## src/design/bblur_pkg.sv

```systemverilog
// ----------------------------------------------------------------------------
// bblur_pkg
// Shared constants, register indexes and payload types of the box blur
// line pass.
// ----------------------------------------------------------------------------
`default_nettype none

package bblur_pkg;

	localparam int SAMPLE_BITS     = 16;
	localparam int MEAN_BITS       = 16;
	localparam int RADIUS_BITS     = 4;
	localparam int RECIP_BITS      = 17;
	localparam int FRAC_BITS       = 16;
	localparam int ROUND_HALF      = 32768;
	localparam int JOB_QUEUE_DEPTH = 2;

	localparam int APB_ADDR_BITS  = 3;
	localparam int APB_DATA_BITS  = 32;
	localparam int REG_INDEX_BITS = 1;

	localparam logic [REG_INDEX_BITS-1:0] REG_RADIUS = 1'b0;
	localparam logic [REG_INDEX_BITS-1:0] REG_RECIP  = 1'b1;

	localparam logic [RADIUS_BITS-1:0] RADIUS_RESET = 4'd1;
	localparam logic [RECIP_BITS-1:0]  RECIP_RESET  = 17'd21845;

	typedef struct packed {
		logic [SAMPLE_BITS-1:0] sample;
		logic                   line_end;
	} item_t;

	typedef struct packed {
		logic [MEAN_BITS-1:0] mean_value;
		logic                 line_done;
	} result_t;

endpackage

`default_nettype wire

```

## src/design/box_blur_line_pass.sv

```systemverilog
// ----------------------------------------------------------------------------
// box_blur_line_pass
// A job leaves the back end's idle state, waits for a free result path, then
// sweeps its taps through the accumulate loop (one buffer read a tap) before
// the product and result registers; a job without a result ends in idle.
// Samples are taken while the two-entry job queue has room.
// Reset clears control state and loads radius 1, reciprocal 21845; the sample
// buffer is not cleared.
// ----------------------------------------------------------------------------
`default_nettype none

module box_blur_line_pass #(
	parameter int MAX_RADIUS = 15
) (
	input  wire logic                                 clk,
	input  wire logic                                 arst_n,
	input  wire logic                                 psel,
	input  wire logic                                 penable,
	input  wire logic                                 pwrite,
	input  wire logic [bblur_pkg::APB_ADDR_BITS-1:0]  paddr,
	input  wire logic [bblur_pkg::APB_DATA_BITS-1:0]  pwdata,
	output logic      [bblur_pkg::APB_DATA_BITS-1:0]  prdata,
	output logic                                      pready,
	input  wire logic                                 item_valid,
	output logic                                      item_ready,
	input  wire bblur_pkg::item_t                     item,
	output logic                                      result_valid,
	input  wire logic                                 result_ready,
	output bblur_pkg::result_t                        result
);

	localparam int WIN_DEPTH = 2 * MAX_RADIUS + 1;
	localparam int RAD_W     = $clog2(MAX_RADIUS + 1);
	localparam int LPOS_W    = $clog2(WIN_DEPTH + 1);
	localparam int PTR_W     = $clog2(WIN_DEPTH + bblur_pkg::JOB_QUEUE_DEPTH + 1);
	localparam int BUF_DEPTH = 1 << PTR_W;
	localparam int JOB_W     = PTR_W + LPOS_W + bblur_pkg::SAMPLE_BITS + 2 * RAD_W + 2;
	localparam int DW        = bblur_pkg::APB_DATA_BITS;

	logic [bblur_pkg::RADIUS_BITS-1:0]    radius_q;
	logic [bblur_pkg::RECIP_BITS-1:0]     recip_q;
	logic                                 cfg_wr;
	logic [bblur_pkg::REG_INDEX_BITS-1:0] reg_idx;

	logic                                 wr_en;
	logic [PTR_W-1:0]                     wr_addr;
	logic [bblur_pkg::SAMPLE_BITS-1:0]    wr_data;
	logic [PTR_W-1:0]                     rd_addr;
	logic [bblur_pkg::SAMPLE_BITS-1:0]    rd_data;
	logic                                 job_full;
	logic                                 job_push;
	logic [JOB_W-1:0]                     job_front;
	logic                                 job_pop;
	logic                                 job_valid;
	logic [JOB_W-1:0]                     job_head;

	assign pready  = 1'b1;
	assign cfg_wr  = psel && penable && pwrite && pready;
	assign reg_idx = paddr[bblur_pkg::APB_ADDR_BITS-1:2];

	always_ff @(posedge clk or negedge arst_n) begin
		if (!arst_n) begin
			radius_q <= bblur_pkg::RADIUS_RESET;
			recip_q  <= bblur_pkg::RECIP_RESET;
		end else if (cfg_wr) begin
			case (reg_idx)
				bblur_pkg::REG_RADIUS: radius_q <= pwdata[bblur_pkg::RADIUS_BITS-1:0];
				bblur_pkg::REG_RECIP:  recip_q  <= pwdata[bblur_pkg::RECIP_BITS-1:0];
				default: ;
			endcase
		end
	end

	always_comb begin
		case (reg_idx)
			bblur_pkg::REG_RADIUS: prdata = DW'(radius_q);
			bblur_pkg::REG_RECIP:  prdata = DW'(recip_q);
			default:               prdata = '0;
		endcase
	end

	bblur_front #(
		.MAX_RADIUS (MAX_RADIUS)
	) u_front (
		.clk        (clk),
		.arst_n     (arst_n),
		.radius     (radius_q),
		.item_valid (item_valid),
		.item_ready (item_ready),
		.item       (item),
		.wr_en      (wr_en),
		.wr_addr    (wr_addr),
		.wr_data    (wr_data),
		.job_full   (job_full),
		.job_push   (job_push),
		.job        (job_front)
	);

	bblur_ram #(
		.WIDTH (bblur_pkg::SAMPLE_BITS),
		.DEPTH (BUF_DEPTH)
	) u_sample_buf (
		.clk   (clk),
		.we    (wr_en),
		.waddr (wr_addr),
		.wdata (wr_data),
		.raddr (rd_addr),
		.rdata (rd_data)
	);

	bblur_job_fifo #(
		.WIDTH (JOB_W),
		.DEPTH (bblur_pkg::JOB_QUEUE_DEPTH)
	) u_job_fifo (
		.clk        (clk),
		.arst_n     (arst_n),
		.push       (job_push),
		.push_data  (job_front),
		.full       (job_full),
		.pop        (job_pop),
		.head_valid (job_valid),
		.head_data  (job_head)
	);

	bblur_back #(
		.MAX_RADIUS (MAX_RADIUS)
	) u_back (
		.clk          (clk),
		.arst_n       (arst_n),
		.recip        (recip_q),
		.job_valid    (job_valid),
		.job          (job_head),
		.job_pop      (job_pop),
		.rd_addr      (rd_addr),
		.rd_data      (rd_data),
		.result_valid (result_valid),
		.result_ready (result_ready),
		.result       (result)
	);

endmodule

`default_nettype wire

```

## src/design/bblur_ram.sv

```systemverilog
// ----------------------------------------------------------------------------
// bblur_ram
// Generic single-write, single-read RAM with registered read data.
// ----------------------------------------------------------------------------
`default_nettype none

module bblur_ram #(
	parameter int WIDTH = 16,
	parameter int DEPTH = 64
) (
	input  wire logic                     clk,
	input  wire logic                     we,
	input  wire logic [$clog2(DEPTH)-1:0] waddr,
	input  wire logic [WIDTH-1:0]         wdata,
	input  wire logic [$clog2(DEPTH)-1:0] raddr,
	output logic      [WIDTH-1:0]         rdata
);

	logic [WIDTH-1:0] mem_q [DEPTH];
	logic [WIDTH-1:0] rdata_q;

	always_ff @(posedge clk) begin
		if (we) begin
			mem_q[waddr] <= wdata;
		end
		rdata_q <= mem_q[raddr];
	end

	assign rdata = rdata_q;

endmodule

`default_nettype wire

```

## src/design/bblur_job_fifo.sv

```systemverilog
// ----------------------------------------------------------------------------
// bblur_job_fifo
// Short register queue that carries classified jobs from front to back.
// ----------------------------------------------------------------------------
`default_nettype none

module bblur_job_fifo #(
	parameter int WIDTH = 8,
	parameter int DEPTH = 2
) (
	input  wire logic             clk,
	input  wire logic             arst_n,
	input  wire logic             push,
	input  wire logic [WIDTH-1:0] push_data,
	output logic                  full,
	input  wire logic             pop,
	output logic                  head_valid,
	output logic      [WIDTH-1:0] head_data
);

	localparam int PW = $clog2(DEPTH);
	localparam int CW = $clog2(DEPTH + 1);

	logic [WIDTH-1:0] mem_q [DEPTH];
	logic [PW-1:0]    wr_ptr_q;
	logic [PW-1:0]    rd_ptr_q;
	logic [CW-1:0]    count_q;

	assign full       = (count_q == CW'(DEPTH));
	assign head_valid = (count_q != '0);
	assign head_data  = mem_q[rd_ptr_q];

	always_ff @(posedge clk or negedge arst_n) begin
		if (!arst_n) begin
			wr_ptr_q <= '0;
			rd_ptr_q <= '0;
			count_q  <= '0;
		end else begin
			if (push) begin
				wr_ptr_q <= (wr_ptr_q == PW'(DEPTH - 1)) ? '0 : wr_ptr_q + PW'(1);
			end
			if (pop) begin
				rd_ptr_q <= (rd_ptr_q == PW'(DEPTH - 1)) ? '0 : rd_ptr_q + PW'(1);
			end
			if (push && !pop) begin
				count_q <= count_q + CW'(1);
			end else if (pop && !push) begin
				count_q <= count_q - CW'(1);
			end
		end
	end

	always_ff @(posedge clk) begin
		if (push) begin
			mem_q[wr_ptr_q] <= push_data;
		end
	end

	a_count_bound: assert property (@(posedge clk) disable iff (!arst_n)
		count_q <= CW'(DEPTH))
		else $error("job queue count beyond depth");

	a_no_overflow: assert property (@(posedge clk) disable iff (!arst_n)
		push |-> !full)
		else $error("job pushed into full queue");

endmodule

`default_nettype wire

```

## src/design/bblur_front.sv

```systemverilog
// ----------------------------------------------------------------------------
// bblur_front
// Accepts samples, stores them in the sample buffer, tracks line position
// and first sample, and classifies each sample into a job for the back end.
// ----------------------------------------------------------------------------
`default_nettype none

module bblur_front #(
	parameter int MAX_RADIUS = 15
) (
	input  wire logic                                 clk,
	input  wire logic                                 arst_n,
	input  wire logic [bblur_pkg::RADIUS_BITS-1:0]    radius,
	input  wire logic                                 item_valid,
	output logic                                      item_ready,
	input  wire bblur_pkg::item_t                     item,
	output logic                                      wr_en,
	output logic [$clog2(2*MAX_RADIUS+2+bblur_pkg::JOB_QUEUE_DEPTH)-1:0] wr_addr,
	output logic [bblur_pkg::SAMPLE_BITS-1:0]         wr_data,
	input  wire logic                                 job_full,
	output logic                                      job_push,
	output logic [$clog2(2*MAX_RADIUS+2+bblur_pkg::JOB_QUEUE_DEPTH)
		+ $clog2(2*MAX_RADIUS+2) + bblur_pkg::SAMPLE_BITS
		+ 2*$clog2(MAX_RADIUS+1) + 1 : 0]            job
);

	localparam int WIN_DEPTH = 2 * MAX_RADIUS + 1;
	localparam int RAD_W     = $clog2(MAX_RADIUS + 1);
	localparam int LPOS_W    = $clog2(WIN_DEPTH + 1);
	localparam int PTR_W     = $clog2(WIN_DEPTH + bblur_pkg::JOB_QUEUE_DEPTH + 1);
	localparam int SB        = bblur_pkg::SAMPLE_BITS;

	typedef struct packed {
		logic [PTR_W-1:0]  ptr;
		logic [LPOS_W-1:0] lpos;
		logic [SB-1:0]     first;
		logic [RAD_W-1:0]  r;
		logic [RAD_W-1:0]  e_start;
		logic              has_out;
		logic              is_end;
	} job_t;

	logic [LPOS_W-1:0] lpos_q;
	logic [SB-1:0]     first_q;
	logic [PTR_W-1:0]  wp_q;

	logic              accept;
	logic [RAD_W-1:0]  r_eff;
	logic [LPOS_W-1:0] lp_new;
	logic [LPOS_W-1:0] lp_last;
	logic [SB-1:0]     first_new;
	job_t              job_d;

	assign item_ready = !job_full;
	assign accept     = item_valid && item_ready;

	always_comb begin
		r_eff     = (int'(radius) > MAX_RADIUS) ? RAD_W'(MAX_RADIUS) : RAD_W'(radius);
		lp_new    = (lpos_q < LPOS_W'(WIN_DEPTH)) ? lpos_q + LPOS_W'(1) : lpos_q;
		lp_last   = lp_new - LPOS_W'(1);
		first_new = (lpos_q == '0) ? item.sample : first_q;

		job_d.ptr    = wp_q;
		job_d.lpos   = lp_new;
		job_d.first  = first_new;
		job_d.r      = r_eff;
		job_d.is_end = item.line_end;
		if (item.line_end) begin
			job_d.has_out = 1'b1;
			job_d.e_start = (lp_last < LPOS_W'(r_eff)) ? RAD_W'(lp_last) : r_eff;
		end else begin
			job_d.has_out = (lp_new > LPOS_W'(r_eff));
			job_d.e_start = r_eff;
		end
	end

	always_ff @(posedge clk or negedge arst_n) begin
		if (!arst_n) begin
			lpos_q  <= '0;
			first_q <= '0;
			wp_q    <= '0;
		end else if (accept) begin
			lpos_q  <= item.line_end ? '0 : lp_new;
			first_q <= first_new;
			wp_q    <= wp_q + PTR_W'(1);
		end
	end

	assign wr_en    = accept;
	assign wr_addr  = wp_q;
	assign wr_data  = item.sample;
	assign job_push = accept;
	assign job      = job_d;

endmodule

`default_nettype wire

```

## src/design/bblur_back.sv

```systemverilog
// ----------------------------------------------------------------------------
// bblur_back
// Runs jobs: sweeps the window taps through the sample buffer, accumulates
// the sum, scales by the reciprocal, rounds, saturates and holds the result.
// ----------------------------------------------------------------------------
`default_nettype none

module bblur_back #(
	parameter int MAX_RADIUS = 15
) (
	input  wire logic                                 clk,
	input  wire logic                                 arst_n,
	input  wire logic [bblur_pkg::RECIP_BITS-1:0]     recip,
	input  wire logic                                 job_valid,
	input  wire logic [$clog2(2*MAX_RADIUS+2+bblur_pkg::JOB_QUEUE_DEPTH)
		+ $clog2(2*MAX_RADIUS+2) + bblur_pkg::SAMPLE_BITS
		+ 2*$clog2(MAX_RADIUS+1) + 1 : 0]            job,
	output logic                                      job_pop,
	output logic [$clog2(2*MAX_RADIUS+2+bblur_pkg::JOB_QUEUE_DEPTH)-1:0] rd_addr,
	input  wire logic [bblur_pkg::SAMPLE_BITS-1:0]    rd_data,
	output logic                                      result_valid,
	input  wire logic                                 result_ready,
	output bblur_pkg::result_t                        result
);

	localparam int WIN_DEPTH = 2 * MAX_RADIUS + 1;
	localparam int RAD_W     = $clog2(MAX_RADIUS + 1);
	localparam int LPOS_W    = $clog2(WIN_DEPTH + 1);
	localparam int PTR_W     = $clog2(WIN_DEPTH + bblur_pkg::JOB_QUEUE_DEPTH + 1);
	localparam int SB        = bblur_pkg::SAMPLE_BITS;
	localparam int KW        = RAD_W + 2;
	localparam int SUM_W     = SB + $clog2(WIN_DEPTH + 1);
	localparam int PROD_W    = SUM_W + bblur_pkg::RECIP_BITS;
	localparam int RND_W     = PROD_W + 1;
	localparam int MB        = bblur_pkg::MEAN_BITS;
	localparam int FB        = bblur_pkg::FRAC_BITS;

	typedef struct packed {
		logic [PTR_W-1:0]  ptr;
		logic [LPOS_W-1:0] lpos;
		logic [SB-1:0]     first;
		logic [RAD_W-1:0]  r;
		logic [RAD_W-1:0]  e_start;
		logic              has_out;
		logic              is_end;
	} job_t;

	typedef enum logic [2:0] {
		ST_IDLE = 3'b001,
		ST_WAIT = 3'b010,
		ST_TAP  = 3'b100
	} state_t;

	state_t             state_q;
	job_t               job_q;
	logic [RAD_W-1:0]   e_q;
	logic [RAD_W:0]     t_q;

	logic               tap_vld_s1;
	logic               first_s1;
	logic               last_s1;
	logic               use_first_s1;
	logic               done_s1;
	logic [SB-1:0]      fsamp_s1;

	logic [SUM_W-1:0]   acc_q;
	logic               sum_vld_s2;
	logic               done_s2;

	logic [PROD_W-1:0]  prod_s3;
	logic               prod_vld_s3;
	logic               done_s3;

	bblur_pkg::result_t res_q;
	logic               res_vld_q;

	job_t               job_in;
	logic               in_flight;
	logic               path_free;
	logic [RAD_W:0]     two_r;
	logic               tap_last;
	logic [KW-1:0]      k_raw;
	logic [RAD_W:0]     k_cl;
	logic               use_first;
	logic [SB-1:0]      sample_val;
	logic [SUM_W-1:0]   acc_next;
	logic [RND_W-1:0]   rnd;
	logic [MB-1:0]      mean;

	always_comb begin
		job_in     = job_t'(job);
		in_flight  = (tap_vld_s1 && last_s1) || sum_vld_s2 || prod_vld_s3;
		path_free  = !in_flight && (!res_vld_q || result_ready);
		two_r      = {job_q.r, 1'b0};
		tap_last   = (t_q == two_r);
		k_raw      = KW'(e_q) + KW'(job_q.r) - KW'(t_q);
		k_cl       = k_raw[KW-1] ? '0 : k_raw[RAD_W:0];
		use_first  = (LPOS_W'(k_cl) >= job_q.lpos);
		rd_addr    = job_q.ptr - PTR_W'(k_cl);
		job_pop    = (state_q == ST_IDLE) && job_valid;
		sample_val = use_first_s1 ? fsamp_s1 : rd_data;
		acc_next   = (first_s1 ? '0 : acc_q) + SUM_W'(sample_val);
		rnd        = {1'b0, prod_s3} + RND_W'(bblur_pkg::ROUND_HALF);
		mean       = (|rnd[RND_W-1:FB+MB]) ? {MB{1'b1}} : rnd[FB+MB-1:FB];
	end

	always_ff @(posedge clk or negedge arst_n) begin
		if (!arst_n) begin
			state_q <= ST_IDLE;
			e_q     <= '0;
			t_q     <= '0;
		end else begin
			case (state_q)
				ST_IDLE: begin
					if (job_valid) begin
						e_q     <= job_in.e_start;
						t_q     <= '0;
						state_q <= job_in.has_out ? ST_WAIT : ST_IDLE;
					end
				end
				ST_WAIT: begin
					if (path_free) begin
						state_q <= ST_TAP;
					end
				end
				ST_TAP: begin
					if (tap_last) begin
						t_q <= '0;
						if (job_q.is_end && (e_q != '0)) begin
							e_q     <= e_q - RAD_W'(1);
							state_q <= ST_WAIT;
						end else begin
							state_q <= ST_IDLE;
						end
					end else begin
						t_q <= t_q + (RAD_W+1)'(1);
					end
				end
				default: begin
					state_q <= ST_IDLE;
				end
			endcase
		end
	end

	always_ff @(posedge clk) begin
		if (job_pop) begin
			job_q <= job_in;
		end
	end

	always_ff @(posedge clk or negedge arst_n) begin
		if (!arst_n) begin
			tap_vld_s1  <= 1'b0;
			sum_vld_s2  <= 1'b0;
			prod_vld_s3 <= 1'b0;
			res_vld_q   <= 1'b0;
		end else begin
			tap_vld_s1  <= (state_q == ST_TAP);
			sum_vld_s2  <= tap_vld_s1 && last_s1;
			prod_vld_s3 <= sum_vld_s2;
			if (prod_vld_s3) begin
				res_vld_q <= 1'b1;
			end else if (result_ready) begin
				res_vld_q <= 1'b0;
			end
		end
	end

	always_ff @(posedge clk) begin
		first_s1     <= (t_q == '0);
		last_s1      <= tap_last;
		use_first_s1 <= use_first;
		done_s1      <= job_q.is_end && (e_q == '0);
		fsamp_s1     <= job_q.first;
		if (tap_vld_s1) begin
			acc_q   <= acc_next;
			done_s2 <= done_s1;
		end
		if (sum_vld_s2) begin
			prod_s3 <= PROD_W'(acc_q) * PROD_W'(recip);
			done_s3 <= done_s2;
		end
		if (prod_vld_s3) begin
			res_q.mean_value <= mean;
			res_q.line_done  <= done_s3;
		end
	end

	assign result_valid = res_vld_q;
	assign result       = res_q;

	a_out_free: assert property (@(posedge clk) disable iff (!arst_n)
		prod_vld_s3 |-> !res_vld_q)
		else $error("product arrived while result register busy");

	a_one_in_flight: assert property (@(posedge clk) disable iff (!arst_n)
		$onehot0({tap_vld_s1 && last_s1, sum_vld_s2, prod_vld_s3}))
		else $error("more than one result in flight");

	a_tap_bound: assert property (@(posedge clk) disable iff (!arst_n)
		(state_q == ST_TAP) |-> (t_q <= two_r))
		else $error("tap counter beyond window");

	a_sweep_clear: assert property (@(posedge clk) disable iff (!arst_n)
		(state_q == ST_TAP) |-> !in_flight)
		else $error("tap sweep overlaps previous result");

endmodule

`default_nettype wire
```

## config.mk

```make
export PLATFORM = sky130hd
export DESIGN_NAME = box_blur_line_pass
export DESIGN_NICKNAME = d
export VERILOG_FILES = /design/src/design/bblur_pkg.sv /design/src/design/box_blur_line_pass.sv /design/src/design/bblur_ram.sv /design/src/design/bblur_job_fifo.sv /design/src/design/bblur_front.sv /design/src/design/bblur_back.sv
export SDC_FILE = /design/constraint.sdc
export NUM_CORES = 2
export LEC_CHECK = 0
export ABC_AREA = 1
export ABC_CLOCK_PERIOD_IN_PS = 5400
export BUFFER_PORTS_ARGS = -buffer_cell sky130_fd_sc_hd__buf_4
export CAP_MARGIN = 25
export CORE_UTILIZATION = 30
export DETAILED_ROUTE_END_ITERATION = 12
export SYNTH_ARGS = -nofsm -noshare
export SYNTH_HDL_FRONTEND = slang
export SYNTH_SLANG_ARGS = --single-unit
```

## constraint.sdc

```tcl
create_clock -name clk -period 5.4 [get_ports clk]
set_clock_uncertainty 0.15 [all_clocks]
set_input_delay 1.08 -clock clk [delete_from_list [all_inputs] [get_ports clk]]
set_output_delay 1.08 -clock clk [all_outputs]
set_load 0.01 [all_outputs]
```

==> impl_metrics.ini <==
[global_routing]
grt_use_total_pct = 15.6
grt_max_degree = 116
grt_pass1_vias = 43300
grt_pass1_wl_mm = 262
grt-ovfl-total = 0
antenna_found_initial = 6

[floorplan]
io_pins = 111
start_util_pct = 30.3
die_h_um = 468
die_area_um2 = 219000
fp.dieW_um = 468
core_um2 = 215000
rows = 170

[placement]
dpl.hpwl_mm = 109
portBuffers = 77
postPlaceCellArea_um2 = 71100
finalWeightedCongestion = 0.857

[synthesis]
yosysSeqAreaShare_pct = 58.7
synth-async-reset-ratio_pct = 5.24
yosysTopAreaCell = edfxtp_1
synthTopCellsByCount = edfxtp_1 (1193), nor2_1 (915), nand2_1 (758), inv_1 (696), o21ai_0 (547)
syn_area_um2 = 65200
synthFlopType = edfxtp_1
synth_warnings = 0
avgSynthCellArea_um2 = 11.1
yosysTopAreaCellShare_pct = 54.9
synthCells = 5886
synthTopCellsByArea = edfxtp_1 (55%), fa_1 (8.8%), nor2_1 (5.3%)
synth_edf_count = 1193
synth_seq_cells = 1297
synth.distinct_cells = 55
yosysMostFrequentCell = edfxtp_1

[timing]
tns_ps = -5470
whs_ps = 158
setup-violations-final = 23
worst_slew_pin_slew_ps = 986
layout_setup_ws_ps = -312
min_period_ps = 5710
post-route-period-util_pct = 106
final_max_slew_viol_count = 0
finalHoldViolCount = 0
fmax_mhz = 175
max_slew_margin_pct = 34.1
rsz0062_at_grt = yes

[layout]
fin_util_pct = 35.8
area_delta_synth_final_pct = 18.2
n_antenna_cell = 0
nets = 6663
final_layout_size_suffix_gt1_share_pct = 15.2
finalInstanceArea_um2 = 77100

[drt]
first_pass_iters = 5
ant_nets = 0
route.detailed.drc = 0
drtIter0Drc = 4252
avgViaCountPerCell = 4.85
vias = 44100
wl_per_cell_um = 19.2
finalWirelength_mm = 175

[clocking]
numCtsBuffers = 131
clkSinkCount = 1297
ctsHtreeMaxLevel = 4
clkTransAtPathRegs_ps = 70
cts_tree = done
cts_root_buf = clkbuf_16
cts_hold_buf = 0
clk_latency_ps = 780
clockBufferDepth = 3

[worst_setup_path]
arrival_ps = 6130
cp_cell_sequence = buf_6, buf_6, nand2_4, fa_1, inv_2, fa_1, inv_1, fa_1, inv_1, fa_1, inv_1, fa_1, inv_2, fa_2, ha_4, nand2_4, nor2_4, nor3b_2, nand2_1, nand2_2, buf_6, nand3_2, nand2_2, xor2_2
cp-startpoint = recip_q[2]$_DFFE_PN1P_
r2r-start = recip_q[2]$_DFFE_PN1P_
cp-start-kind = flop
rrSetupSlack_ps = -310
r2r_end = u_back.prod_s3[32]$_DFFE_PP_
cpMostUsedCell = fa_1
critPathCaptureType = flop
crit_type = flop to flop
endpoint = u_back.prod_s3[32]$_DFFE_PP_
critPathMaxFanout = 4
slowest_stage = dfstp_2
required_ps = 5820
ff2ff_path_depth = 24
max_stage_delay_ps = 620

[run]
drv_cap = 0

[outcome]
failed_checks = setup timing
status = complete, but fails checks

[worst_hold_path]
hold_class = flop to flop
==> final cells by class <==
| cell class | instances | area (µm²) |
|---|---|---|
| Fill cell | 21000 | 138000 |
| Sequential cell | 1297 | 38300 |
| Multi-Input combinational cell | 3564 | 23800 |
| Timing Repair Buffer | 458 | 4530 |
| Clock buffer | 178 | 3560 |
| Tap cell | 2838 | 3550 |
| Inverter | 704 | 2670 |
| Clock inverter | 60 | 733 |
==> registers in the layout, summed over array words and instances, names as in the netlist, 3 cells and up <==
name	count
u_back.e_q	4
u_front.wr_addr	6
radius_q	4
u_back.result	17
u_sample_buf.mem_q	1024
u_front.lpos_q	5
u_back.prod_s3	23
u_back.job_q	32
u_back.fsamp_s1	16
u_front.first_q	16
u_back.state_q	3
u_job_fifo.mem_q	74
recip_q	17
u_sample_buf.rdata	16
u_back.acc_q	21
u_back.t_q	5
==> layout by cell type, fill, tap and decap left out, types with 20 or more instances in the layout <==
cell type and n:
a21oi_1 63, a21oi_2 20, buf_12 57, buf_4 361, buf_6 24, clkbuf_1 39
clkbuf_16 141, clkinv_1 20, dfrtp_1 57, dfxtp_1 36, edfxtp_1 1193, fa_1 273
ha_1 143, inv_1 664, inv_2 35, mux2_2 28, nand2_1 697, nand2_2 43
nand2_4 20, nand3_1 263, nand3_2 42, nor2_1 892, o211ai_1 208, o21ai_0 537
o21ai_1 47, o221ai_1 47, xor2_1 40
==> critical path: cells and delay by family, from the launching register on <==
kind                     cells  cell delay [ps]
adder cells (fa/ha/maj)      7             3260
XOR/XNOR                     1              170
AND/OR/NAND/NOR              8              740
flip-flops                   1              620
buffers and inverters        8              580
==> metal layers <==
| layer | GRT usage [%] | vias to the layer above | part of all wire [%] |
|---|---|---|---|
| li1 | - | 20400 | - |
| met1 | 21.1 | 21900 | 43 |
| met2 | 25.2 | 1550 | 46 |
| met3 | 2.53 | 286 | 7.1 |
| met4 | 5.66 | 2 | 3.5 |
| met5 | 0 | - | 0.0086 |
==> worst min-delay path by stage <==
stage                               start                          end  slack, ps  cells past startpoint
4_1_cts        u_back.job_q[11]$_DFFE_PP_   u_back.fsamp_s1[1]$_DFF_P_        150                      0
2_1_floorplan  u_back.job_q[10]$_DFFE_PP_   u_back.fsamp_s1[0]$_DFF_P_        170                      0
3_3_place_gp   u_back.job_q[12]$_DFFE_PP_   u_back.fsamp_s1[2]$_DFF_P_        180                      0
5_1_grt        u_back.job_q[11]$_DFFE_PP_   u_back.fsamp_s1[1]$_DFF_P_        150                      0
6_report       u_back.job_q[11]$_DFFE_PP_   u_back.fsamp_s1[1]$_DFF_P_        160                      0
3_5_place_dp   u_back.job_q[22]$_DFFE_PP_  u_back.fsamp_s1[12]$_DFF_P_        180                      0
==> cell families (layout without fill, tap and decap cells) <==
logic type	Yosys count	after routing	share of synthesized area (%)
other	2	16	0.0115
AOI/OAI and AO/OA	979	979	8.75
buffers and inverters	1039	1400	6.72
muxes	28	28	0.484
DFF	1297	1297	58.7
and+or+nand+nor	2025	2025	12.5
xor gates and xnor gates	68	68	0.936
adders and majority gates	448	448	11.9
==> per-stage QoR <==
step	std cells	setup WS (ps)
after detailed placement	8810	-478
final	9099	-312
after global placement	8808	-455
after global routing	9099	-521
after floorplan	5900	2.23
after CTS	9075	-329
==> timing repair <==
item,CTS,global route
buffers inserted,27,15
gates cloned,0,8
endpoints found under the setup margin,25,39
pin swaps,53,94
gates resized for setup,124,162
Power is left out: the tool's default activity adds up to more than one toggle a clock period on the data nets, which glitch-free logic cannot reach.
